--- src/rtl/hrp_pkg.sv ---
// hrp_pkg: types, character constants and helper functions for the HTTP
// response header parser. Used by hrp_core, hrp_cfg_regs and the top level.
// No dependencies.
package hrp_pkg;

  localparam int unsigned MllW = 13;
  localparam int unsigned AccW = 32;

  typedef enum logic [1:0] {
    OP_DATA    = 2'd0,
    OP_CONNECT = 2'd1,
    OP_CLOSE   = 2'd2,
    OP_FAIL    = 2'd3
  } opcode_e;

  typedef enum logic [2:0] {
    PH_IDLE     = 3'd0,
    PH_HEADERS  = 3'd1,
    PH_BODY     = 3'd2,
    PH_COMPLETE = 3'd3,
    PH_FAILED   = 3'd4
  } phase_e;

  typedef enum logic [1:0] {
    KIND_STATUS = 2'd0,
    KIND_LENGTH = 2'd1,
    KIND_OTHER  = 2'd3
  } kind_e;

  typedef enum logic [1:0] {
    NUM_SKIP   = 2'd0,
    NUM_DIGITS = 2'd1,
    NUM_DONE   = 2'd2
  } num_stage_e;

  localparam logic [7:0] ChTab   = 8'h09;
  localparam logic [7:0] ChLf    = 8'h0A;
  localparam logic [7:0] ChVt    = 8'h0B;
  localparam logic [7:0] ChFf    = 8'h0C;
  localparam logic [7:0] ChCr    = 8'h0D;
  localparam logic [7:0] ChSpace = 8'h20;
  localparam logic [7:0] ChPlus  = 8'h2B;
  localparam logic [7:0] ChMinus = 8'h2D;
  localparam logic [7:0] Ch0     = 8'h30;
  localparam logic [7:0] Ch9     = 8'h39;

  localparam logic [3:0] StatusLen = 4'd5;
  localparam logic [3:0] LengthLen = 4'd15;

  localparam logic [AccW-1:0] AccSat = 32'h8000_0000;
  localparam logic [AccW-1:0] PosMax = 32'h7FFF_FFFF;

  typedef struct packed {
    num_stage_e      stage;
    logic            neg;
    logic [AccW-1:0] acc;
  } num_t;

  typedef struct packed {
    logic [MllW-1:0] count;
    logic [3:0]      pos;
    kind_e           kind;
    logic            space;
    num_t            num;
  } line_t;

  localparam line_t LineClear = '{
    count: '0, pos: '0, kind: KIND_STATUS, space: 1'b0,
    num: '{stage: NUM_SKIP, neg: 1'b0, acc: '0}
  };

  typedef struct packed {
    phase_e      phase;
    logic        body_valid;
    logic [7:0]  body_byte;
    logic        headers_done;
    logic        line_too_long;
    logic [31:0] response_code;
    logic [31:0] content_length;
  } res_t;

  // "HTTP/"
  function automatic logic [7:0] status_char(input logic [3:0] idx);
    logic [7:0] ch;
    case (idx)
      4'd0:    ch = 8'h48;
      4'd1:    ch = 8'h54;
      4'd2:    ch = 8'h54;
      4'd3:    ch = 8'h50;
      4'd4:    ch = 8'h2F;
      default: ch = 8'h00;
    endcase
    return ch;
  endfunction

  // "Content-Length:"
  function automatic logic [7:0] length_char(input logic [3:0] idx);
    logic [7:0] ch;
    case (idx)
      4'd0:    ch = 8'h43;
      4'd1:    ch = 8'h6F;
      4'd2:    ch = 8'h6E;
      4'd3:    ch = 8'h74;
      4'd4:    ch = 8'h65;
      4'd5:    ch = 8'h6E;
      4'd6:    ch = 8'h74;
      4'd7:    ch = 8'h2D;
      4'd8:    ch = 8'h4C;
      4'd9:    ch = 8'h65;
      4'd10:   ch = 8'h6E;
      4'd11:   ch = 8'h67;
      4'd12:   ch = 8'h74;
      4'd13:   ch = 8'h68;
      4'd14:   ch = 8'h3A;
      default: ch = 8'h00;
    endcase
    return ch;
  endfunction

  // One step of atoi: whitespace skip, sign, then digits saturating at 2^31.
  function automatic num_t feed_number(input num_t n, input logic [7:0] c);
    num_t        r;
    logic        digit;
    logic        ws;
    logic        take;
    logic [35:0] t;
    r     = n;
    digit = (c >= Ch0) && (c <= Ch9);
    ws    = (c == ChSpace) || (c == ChTab) || (c == ChVt) || (c == ChFf);
    take  = 1'b0;
    case (n.stage)
      NUM_SKIP: begin
        if (ws) begin
          r.stage = NUM_SKIP;
        end else if (c == ChPlus) begin
          r.stage = NUM_DIGITS;
        end else if (c == ChMinus) begin
          r.stage = NUM_DIGITS;
          r.neg   = 1'b1;
        end else if (!digit) begin
          r.stage = NUM_DONE;
        end else begin
          r.stage = NUM_DIGITS;
          take    = 1'b1;
        end
      end
      NUM_DIGITS: begin
        if (!digit) begin
          r.stage = NUM_DONE;
        end else begin
          take = 1'b1;
        end
      end
      default: r.stage = n.stage;
    endcase
    t = ({4'b0, n.acc} << 3) + ({4'b0, n.acc} << 1) + {32'b0, c[3:0]};
    if (take) begin
      r.acc = (t > {4'b0, AccSat}) ? AccSat : t[AccW-1:0];
    end
    return r;
  endfunction

  function automatic logic [31:0] number_value(input num_t n);
    logic [31:0] v;
    if (n.neg) begin
      v = (n.acc >= AccSat) ? AccSat : (32'd0 - n.acc);
    end else begin
      v = (n.acc > PosMax) ? PosMax : n.acc;
    end
    return v;
  endfunction

endpackage

--- src/rtl/hrp_cfg_regs.sv ---
// hrp_cfg_regs: APB register file holding the header line length limit,
// clamped to the line buffer size. Depends on hrp_pkg.
module hrp_cfg_regs #(
  parameter int unsigned BUFFER_BYTES = 4096
) (
  input  logic                     clk_i,
  input  logic                     rst_ni,
  input  logic                     psel,
  input  logic                     penable,
  input  logic                     pwrite,
  input  logic [2:0]               paddr,
  input  logic [31:0]              pwdata,
  output logic [31:0]              prdata,
  output logic                     pready,
  output logic [hrp_pkg::MllW-1:0] limit_o
);

  localparam int unsigned MllMax = (1 << hrp_pkg::MllW) - 1;
  localparam logic [hrp_pkg::MllW-1:0] BufCap =
    (BUFFER_BYTES > MllMax) ? hrp_pkg::MllW'(MllMax) : hrp_pkg::MllW'(BUFFER_BYTES);
  localparam logic [hrp_pkg::MllW-1:0] MllReset = hrp_pkg::MllW'(4096);

  logic [hrp_pkg::MllW-1:0] mll_q;
  logic                     wr_en;

  assign pready = 1'b1;
  assign wr_en  = psel && penable && pwrite && pready && (paddr[2] == 1'b0);

  always_ff @(posedge clk_i or negedge rst_ni) begin
    if (!rst_ni) begin
      mll_q <= MllReset;
    end else if (wr_en) begin
      mll_q <= pwdata[hrp_pkg::MllW-1:0];
    end
  end

  assign prdata  = (paddr[2] == 1'b0) ? {{(32 - hrp_pkg::MllW){1'b0}}, mll_q} : 32'd0;
  assign limit_o = (mll_q > BufCap) ? BufCap : mll_q;

endmodule

--- src/rtl/hrp_core.sv ---
// hrp_core: parser state (phase, line matcher, number reader, parsed values)
// and the update per event, registered when fire_i is high. Depends on hrp_pkg.
module hrp_core (
  input  logic                     clk_i,
  input  logic                     rst_ni,
  input  logic                     fire_i,
  input  hrp_pkg::opcode_e         op_i,
  input  logic [7:0]               byte_i,
  input  logic [hrp_pkg::MllW-1:0] limit_i,
  output hrp_pkg::res_t            res_o
);

  hrp_pkg::phase_e phase_q, phase_d;
  hrp_pkg::line_t  line_q, line_d;
  logic [31:0]     status_q, status_d;
  logic [31:0]     length_q, length_d;

  hrp_pkg::line_t           lc;
  logic [hrp_pkg::MllW-1:0] count_inc;

  always_comb begin
    phase_d  = phase_q;
    line_d   = line_q;
    status_d = status_q;
    length_d = length_q;
    res_o.body_valid    = 1'b0;
    res_o.body_byte     = 8'd0;
    res_o.headers_done  = 1'b0;
    res_o.line_too_long = 1'b0;

    count_inc = line_q.count + 1'b1;
    lc        = line_q;
    lc.count  = count_inc;
    if (byte_i != hrp_pkg::ChCr) begin
      if (line_q.kind == hrp_pkg::KIND_STATUS && line_q.pos == 4'd0) begin
        if (byte_i == hrp_pkg::status_char(4'd0)) begin
          lc.pos = 4'd1;
        end else if (byte_i == hrp_pkg::length_char(4'd0)) begin
          lc.kind = hrp_pkg::KIND_LENGTH;
          lc.pos  = 4'd1;
        end else begin
          lc.kind = hrp_pkg::KIND_OTHER;
        end
      end else if (line_q.kind == hrp_pkg::KIND_STATUS) begin
        if (line_q.pos < hrp_pkg::StatusLen) begin
          if (byte_i == hrp_pkg::status_char(line_q.pos)) begin
            lc.pos = line_q.pos + 4'd1;
          end else begin
            lc.kind = hrp_pkg::KIND_OTHER;
          end
        end else if (!line_q.space) begin
          lc.space = (byte_i == hrp_pkg::ChSpace);
        end else begin
          lc.num = hrp_pkg::feed_number(line_q.num, byte_i);
        end
      end else if (line_q.kind == hrp_pkg::KIND_LENGTH) begin
        if (line_q.pos < hrp_pkg::LengthLen) begin
          if (byte_i == hrp_pkg::length_char(line_q.pos)) begin
            lc.pos = line_q.pos + 4'd1;
          end else begin
            lc.kind = hrp_pkg::KIND_OTHER;
          end
        end else begin
          lc.num = hrp_pkg::feed_number(line_q.num, byte_i);
        end
      end
    end

    case (op_i)
      hrp_pkg::OP_CONNECT: begin
        phase_d = hrp_pkg::PH_HEADERS;
        line_d  = hrp_pkg::LineClear;
      end
      hrp_pkg::OP_CLOSE: phase_d = hrp_pkg::PH_COMPLETE;
      hrp_pkg::OP_FAIL:  phase_d = hrp_pkg::PH_FAILED;
      default: begin
        if (phase_q == hrp_pkg::PH_BODY) begin
          res_o.body_valid = 1'b1;
          res_o.body_byte  = byte_i;
        end else if (phase_q == hrp_pkg::PH_HEADERS) begin
          if (byte_i == hrp_pkg::ChLf) begin
            if (line_q.kind == hrp_pkg::KIND_STATUS && line_q.pos == 4'd0) begin
              res_o.headers_done = 1'b1;
              phase_d            = hrp_pkg::PH_BODY;
            end else if (line_q.kind == hrp_pkg::KIND_LENGTH &&
                         line_q.pos == hrp_pkg::LengthLen) begin
              length_d = hrp_pkg::number_value(line_q.num);
            end else if (line_q.kind == hrp_pkg::KIND_STATUS &&
                         line_q.pos == hrp_pkg::StatusLen && line_q.space) begin
              status_d = hrp_pkg::number_value(line_q.num);
            end
            line_d = hrp_pkg::LineClear;
          end else if (count_inc >= limit_i) begin
            res_o.line_too_long = 1'b1;
            phase_d             = hrp_pkg::PH_FAILED;
            line_d              = hrp_pkg::LineClear;
          end else begin
            line_d = lc;
          end
        end
      end
    endcase

    res_o.phase          = phase_d;
    res_o.response_code  = status_d;
    res_o.content_length = length_d;
  end

  always_ff @(posedge clk_i or negedge rst_ni) begin
    if (!rst_ni) begin
      phase_q  <= hrp_pkg::PH_IDLE;
      line_q   <= hrp_pkg::LineClear;
      status_q <= 32'd0;
      length_q <= 32'd0;
    end else if (fire_i) begin
      phase_q  <= phase_d;
      line_q   <= line_d;
      status_q <= status_d;
      length_q <= length_d;
    end
  end

endmodule

--- src/rtl/http_response_header_parser.sv ---
// http_response_header_parser: top level with input register, parser core,
// result register and APB configuration. Depends on hrp_pkg, hrp_core and
// hrp_cfg_regs.
//
//   channel   direction  handshake                 payload
//   s_axis    in         tvalid/tready             tuser opcode, tdata data_byte
//   m_axis    out        tvalid/tready             tuser body_valid, tdata result
//   apb       in/out     psel/penable/pready       max_line_length at 0x0
//
// One transaction per clock sustained while m_axis accepts every result; the
// result reaches m_axis through the input register, then the result register.
// The core updates its state in the same cycle the item leaves the input
// register. A stall on m_axis holds the result register, then the input
// register, then drops s_axis_tready. Reset clears control state, the limit
// to 4096 and both parsed values to zero.
module http_response_header_parser #(
  parameter int unsigned BUFFER_BYTES = 4096
) (
  input  logic        clk_i,
  input  logic        rst_ni,
  input  logic        s_axis_tvalid,
  output logic        s_axis_tready,
  input  logic [7:0]  s_axis_tdata,   // [7:0] data_byte
  input  logic [1:0]  s_axis_tuser,   // [1:0] opcode
  output logic        m_axis_tvalid,
  input  logic        m_axis_tready,
  // [2:0] phase, [10:3] body_byte, [11] headers_done, [12] line_too_long,
  // [44:13] response_code, [76:45] content_length, [79:77] zero
  output logic [79:0] m_axis_tdata,
  output logic [0:0]  m_axis_tuser,   // [0] body_valid
  input  logic        psel,
  input  logic        penable,
  input  logic        pwrite,
  input  logic [2:0]  paddr,
  input  logic [31:0] pwdata,
  output logic [31:0] prdata,
  output logic        pready
);

  logic                     in_valid_q;
  hrp_pkg::opcode_e         in_op_q;
  logic [7:0]               in_byte_q;
  logic                     out_valid_q;
  hrp_pkg::res_t            out_res_q;
  hrp_pkg::res_t            core_res;
  logic [hrp_pkg::MllW-1:0] limit;
  logic                     out_free;
  logic                     advance;
  logic                     in_take;

  assign out_free      = !out_valid_q || m_axis_tready;
  assign advance       = in_valid_q && out_free;
  assign s_axis_tready = !in_valid_q || out_free;
  assign in_take       = s_axis_tvalid && s_axis_tready;

  hrp_cfg_regs #(
    .BUFFER_BYTES(BUFFER_BYTES)
  ) u_cfg (
    .clk_i   (clk_i),
    .rst_ni  (rst_ni),
    .psel    (psel),
    .penable (penable),
    .pwrite  (pwrite),
    .paddr   (paddr),
    .pwdata  (pwdata),
    .prdata  (prdata),
    .pready  (pready),
    .limit_o (limit)
  );

  hrp_core u_core (
    .clk_i   (clk_i),
    .rst_ni  (rst_ni),
    .fire_i  (advance),
    .op_i    (in_op_q),
    .byte_i  (in_byte_q),
    .limit_i (limit),
    .res_o   (core_res)
  );

  always_ff @(posedge clk_i or negedge rst_ni) begin
    if (!rst_ni) begin
      in_valid_q  <= 1'b0;
      out_valid_q <= 1'b0;
    end else begin
      if (in_take) begin
        in_valid_q <= 1'b1;
      end else if (advance) begin
        in_valid_q <= 1'b0;
      end
      if (advance) begin
        out_valid_q <= 1'b1;
      end else if (m_axis_tready) begin
        out_valid_q <= 1'b0;
      end
    end
  end

  always_ff @(posedge clk_i) begin
    if (in_take) begin
      in_op_q   <= hrp_pkg::opcode_e'(s_axis_tuser);
      in_byte_q <= s_axis_tdata;
    end
    if (advance) begin
      out_res_q <= core_res;
    end
  end

  assign m_axis_tvalid = out_valid_q;
  assign m_axis_tuser  = out_res_q.body_valid;
  assign m_axis_tdata  = {3'b000, out_res_q.content_length, out_res_q.response_code,
                          out_res_q.line_too_long, out_res_q.headers_done,
                          out_res_q.body_byte, out_res_q.phase};

endmodule

--- config.mk ---
export PLATFORM = sky130hd
export DESIGN_NAME = http_response_header_parser
export DESIGN_NICKNAME = d
export VERILOG_FILES = /design/src/rtl/hrp_pkg.sv /design/src/rtl/hrp_cfg_regs.sv /design/src/rtl/hrp_core.sv /design/src/rtl/http_response_header_parser.sv
export SDC_FILE = /design/constraint.sdc
export NUM_CORES = 1
export LEC_CHECK = 0
export BUFFER_PORTS_ARGS = -buffer_cell sky130_fd_sc_hd__buf_2
export CORE_MARGIN = 2
export CORE_UTILIZATION = 40
export DETAILED_ROUTE_END_ITERATION = 10
export PLACE_DENSITY = 0.7
export SYNTH_ARGS = -nofsm -noshare
export SYNTH_HDL_FRONTEND = slang
export SYNTH_HIERARCHICAL = 1
export SYNTH_SLANG_ARGS = --single-unit
--- constraint.sdc ---
create_clock -name clk_i -period 5.6 [get_ports clk_i]
set_input_delay 1.12 -clock clk_i [delete_from_list [all_inputs] [get_ports clk_i]]
set_output_delay 1.12 -clock clk_i [all_outputs]
set_load 0.02 [all_outputs]
After elaboration in Yosys (flattened, before gate mapping)
Memories as Yosys holds them, arrays and structs flattened.
Cells that the tools add are included.
{ "totals": {"register_bits": 225, "romBits": 112, "inputBits": 52, "output_inout_bits": 116, "wordCells": 218, "n_memories": 1} }
{ "op_classes": {"n_addsub": 5, "magnitude_cmp": 9, "n_eq_ne": 38, "muxes": 96, "bitwise": 5, "reduce_logical": 42} }
{ "memory_table": {"columns": ["memory", "words", "word_bits", "read_ports", "rd_clocked_by_memory_dff", "write_ports", "line_no", "text"], "rows": [
  ["(name not given)", 16, 7, 1, 0, 0, "hrp_pkg.sv:99", "case (idx)"]
]} }
{ "ops": {"columns": ["op", "count"], "rows": [
  ["$mux 32", 19],
  ["$mux 55", 4],
  ["$mux 35", 4],
  ["$pmux 55 s2", 1],
  ["$mux 36", 2],
  ["$mux 8", 9],
  ["$mux 42", 1],
  ["$add 35x33->36", 1],
  ["$add 36x4->36", 1],
  ["$gt 36x32->1 const B", 1],
  ["$eq 8x4->1 const B", 4],
  ["$ge 32x32->1 const B", 1],
  ["$gt 32x31->1 const B", 1],
  ["$sub 1x32->32 const A", 1],
  ["$mux 6", 5],
  ["$pmux 7 s4", 1],
  ["$mux 1", 26],
  ["$mux 13", 2],
  ["$eq 8x6->1 const B", 3],
  ["$reduce_and 11->1", 2],
  ["$mux 2", 9],
  ["$reduce_bool 6->1", 3],
  ["$eq 8x7->1 const B", 2],
  ["$eq 8x8->1", 2],
  ["48 further kinds", 90]
]} }

Longest topological paths before layout
{ "logic_depth": {"depth_word": 23, "depth_mapped": 18, "depth_no_buf": 16} }

By module
Netlist, hierarchy kept.
{ "modules_own_cells": {"columns": ["mod", "n_inst", "cells_each", "area_per_inst_um2", "seq_area_each_um2"], "rows": [
  ["hrp_core", 1, 1155, 10430.0, 3052.9],
  ["http_response_header_parser", 1, 100, 2772.7, 2692.6],
  ["hrp_cfg_regs", 1, 78, 874.6, 326.6]
]} }

Worst setup path before layout
OpenSTA, ideal clock, no wires.
{ "synth_timing": {"path_kind": "in2reg", "start": "in m_axis_tready", "end": "reg u_core/line_q[10] (netlist name)", "setup_ps": 92, "arrival_ps": 4912, "t_required_ps": 5508, "setup_slack_ps": 596, "stages": 8, "path_buffers": 2, "path_cell_list": "nand2b_1 and2_1 o211ai_1 nor2_1 or4b_1 clkbuf_1 buf_4 o31ai_2"} }
{ "synth_between": {"elab_chain_cells": 3} }
{ "synth_lines": {"columns": ["element", "line_no", "text"], "rows": [
  ["from (decl)", "http_response_header_parser.sv:26", "input logic m_axis_tready,"],
  ["$logic_or 1x1->1", "http_response_header_parser.sv:51", "assign out_free = !out_valid_q || m_axis_tready;"],
  ["$logic_and 1x1->1", "http_response_header_parser.sv:52", "assign advance = in_valid_q && out_free;"],
  ["named net advance", "http_response_header_parser.sv:48", "logic advance;"],
  ["$reduce_and 12->1 (no source line)", null, null],
  ["to (signal assigned)", "hrp_core.sv:112", "line_q <= hrp_pkg::LineClear;"],
  ["to (signal assigned)", "hrp_core.sv:117", "line_q <= line_d;"],
  ["to (decl)", "hrp_core.sv:14", "hrp_pkg::line_t line_q, line_d;"]
]} }
The timed path passes the listed nets, and every way through them passes these cells.
A chain may end at the register's enable or synchronous reset.

Worst setup path after layout
{ "layout_timing": {"start": "reg u_core/line_q[42] (netlist name)", "end": "reg u_core/line_q[4] (netlist name)"} }
{ "layout_between": {"elab_chain_cells": 7, "word_cells_on_any_way": 16, "classes_between": "add/sub: 1; order compare: 1; eq/ne: 5; mux: 5; reduce/logical: 4"} }
{ "layout_lines": {"columns": ["element", "line_no", "text"], "rows": [
  ["$add 13x1->13 (*)", "hrp_core.sv:31", "count_inc = line_q.count + 1'b1;"],
  ["$ge 13x13->1 (*)", "hrp_core.sv:93", "end else if (count_inc >= limit_i) begin"],
  ["$mux 55", "hrp_core.sv:93", null],
  ["$mux 55", "hrp_core.sv:81", "if (byte_i == hrp_pkg::ChLf) begin"],
  ["$mux 55", "hrp_core.sv:80", "end else if (phase_q == hrp_pkg::PH_HEADERS) begin"],
  ["$mux 55", "hrp_core.sv:77", "if (phase_q == hrp_pkg::PH_BODY) begin"],
  ["$pmux 55 s2", "hrp_core.sv:69", "case (op_i)"]
]} }
Mark *: on every way between the ends. The rest lies on a longest branch, timed or not. The select of a mux whose other input is x is not followed.

==> results.toml <==
[final_layout]
diodes = 0
multi_input_area_um2 = 7380
fin_util_pct = 45.8
seqCellArea_um2 = 6070
drive_gt1_share_pct = 25.4
layout.nets = 1566
fillers = 3203
area.growth.synth_to_final_pct = 12.5

[worst_setup_path]
critPathCaptureType = "register"
worst_ep_arrival_time_ns = 4.95
worstPathRequired_ns = 6.04
crit_fanout = 31
path_class = "reg -> reg"
critPathLaunchType = "register"

[routing]
vias = 10300
viasPerCell = 5.40
drt-initial-drc-count = 700
remaining_drc_errors = 0
firstDrtPassIters = 7
post_drt_wl_per_cell_um = 15.9
wl_um = 30200
ant_nets = 0

[synthesis]
post_synth.cell_area_avg_um2 = 10.6
synth.yosys.warnings = 6
synthCells = 1333
synth_top_flop_cell = "dfrtp_1"
synth_area_leader_cell = "dfrtp_1"
ys_types = 81
yosysTopAreaCellShare_pct = 24.2
ys_ff_latch = 225
ys_top_cells_by_area = "dfrtp_1, edfxtp_1, mux2_2"
synth_edf_count = 88
ys_top_cells_by_count = "dfrtp_1, nand2_1, nor2_1"
netlist_area_um2 = 14100
synthArstFlopShare_pct = 60.9
post-synth-top-count-cell = "dfrtp_1"
ys_seq_area_share_pct = 43.1

[floorplan]
ios = 168
row_count = 68
die_w_um = 192
die_y_um = 192
initial_core_util_pct = 40.7
coreArea_um2 = 34600
die_area_um2 = 36700

[clocking]
tritoncts = "done"
cts-root-buf = "clkbuf_16"
cts_hold_buf = 0
numCtsBuffers = 26
clock_path_buffers = 3
cts_htree_levels = 1
post_cts_buffers = 0
post_cts_resized = 0
cts_sinks = 225
clk_pin_slew_worst_paths_ns = 0.06
clk_latency_ns = 0.54

[timing]
drv_slew = 0
fmax_ghz = 0.222
tightest_slew_ns = 1.10
setup_violations = 0
fin_crit_sh_pct = 80.6
post-route-min-period_ns = 4.51
relSlewSlack_pct = 26.9
finalSetupTns_ns = 0
grt_setup_unrepaired = "no"
skew_ns = 0.00898
final-hold-violation-count = 0

[outcome]
status = "finished clean"

[global_route]
antenna_found_initial = 0
grt_pass1_wl_um = 50100
grtUsageTotal_pct = 16.6
gr-total-overflow = 0
first_global_vias = 9913
grt_max_degree = 126

[pwr]
p_per_area_nw_per_um2 = 297
p_leak_nw = 7.30
peakVddDrop_v = 0.000202

[min_path]
hold_class = "reg -> reg"

[placed_design]
numPortBuffers = 123
gp_congestion = 0.908
hpwl_um = 21200

[flow_run]
drv_cap = 0
-- metal layers --
| metal | up-vias | global-route usage (%) | share of wire, % |
|---|---|---|---|
| li1 | 5003 | - | - |
| met5 | - | 0 | 0 |
| met2 | 268 | 28.1 | 48 |
| met4 | 0 | 3.70 | 1.8 |
| met1 | 4938 | 22.3 | 45 |
| met3 | 42 | 2.58 | 5.2 |
-- layout make-up --
cell class / count / area share, %
sequential: 225 / 38.3
timing repair buffer: 135 / 4.57
tap: 455 / 3.59
multi-input combinational: 993 / 46.6
clock buffer: 29 / 4.38
inverter: 44 / 1.04
clock inverter: 19 / 1.52
-- sequential cells by signal (all words and copies together), names as in the netlist --
register,count
in_op_q,2
in_valid_q,1
in_byte_q,8
m_axis_tvalid,1
m_axis_tuser,1
m_axis_tdata,77
u_core/line_q,55
u_core/status_q,32
u_cfg/mll_q,13
u_core/phase_q,3
u_core/length_q,32
-- placed cells by master, fill, tap and decap left out, drive strengths merged, types with 5 or more instances in the layout --
| master | count |
|---|---|
| a21o | 12 |
| a21oi | 98 |
| a31oi | 13 |
| and2 | 13 |
| and3 | 7 |
| buf | 135 |
| bufinv | 5 |
| clkbuf | 29 |
| clkinv | 9 |
| conb | 23 |
| dfrtp | 136 |
| edfxtp | 88 |
| ha | 87 |
| inv | 47 |
| mux2 | 118 |
| mux2i | 17 |
| nand2 | 112 |
| nand2b | 20 |
| nand3 | 22 |
| nand3b | 7 |
| nand4 | 10 |
| nor2 | 105 |
| nor2b | 30 |
| nor3 | 26 |
| nor4 | 14 |
| o211ai | 5 |
| o21ai | 69 |
| o22a | 9 |
| o22ai | 20 |
| o31ai | 39 |
| or2 | 5 |
| or3 | 8 |
| xnor2 | 20 |
| xor2 | 25 |
-- kinds of logic after synthesis --
group           count (synthesis)  share of synthesized area [%]
simple gates                  393                           14.3
compound gates                308                           15.4
flops                         225                           43.1
mux                           135                           11.2
buf+inv                       135                           5.04
fa+ha+maj                      89                           8.02
xor+xnor                       45                           2.80
other cells                     3                         0.0800
-- power breakdown --
group / switching (mW) / internal, mW
Clock: 0.712 / 1.13
Sequential: 0.118 / 1.84
Combinational: 0.574 / 0.340
Total: 1.40 / 3.30
-- worst max-delay path, cell delays in order (launching register included) --
cell       delay [ns]
dfrtp_1          0.42
ha_1             0.25
nand3_1          0.16
nor2_1           0.24
and3_1           0.29
nand3_1          0.12
xnor2_1          0.21
ha_1             0.28
a21o_1           0.20
a21o_1           0.19
a2111oi_0        0.39
o21ai_0          0.15
a21o_1           0.17
buf_4            0.21
or4b_1           0.53
buf_4            0.31
o31ai_1          0.29
-- final timing paths --
kind	start	to	cells past startpoint	slack [ns]
worst max register to register	u_core/line_q[42]	u_core/line_q[4]	16	1.09
worst min register to register	u_core/status_q[31]	u_core/status_q[31]	2	0.48
worst max-delay path	u_core/line_q[42]	u_core/line_q[4]	16	1.09
max in group asynchronous	rst_ni	u_core/line_q[7]	2	3.84
worst min-delay path	u_core/status_q[31]	u_core/status_q[31]	2	0.48
min in group asynchronous	rst_ni	in_valid_q	1	0.62
-- through the flow --
step           worst slack [ns]  power, mW  hold slack (ns)  std cells  cell area (um^2)
2_1_floorplan             0.596       2.65            0.445       1353             14200
3_3_place_gp               1.22       2.88            0.459       1852             14900
3_5_place_dp               1.09       2.90            0.466       1852             14900
4_1_cts                    1.07       4.76            0.480       1900             15800
5_1_grt                   0.690       4.96            0.503       1900             15800
6_report                   1.09       4.71            0.477       1900             15800
Power figures use the tool's default switching activity.
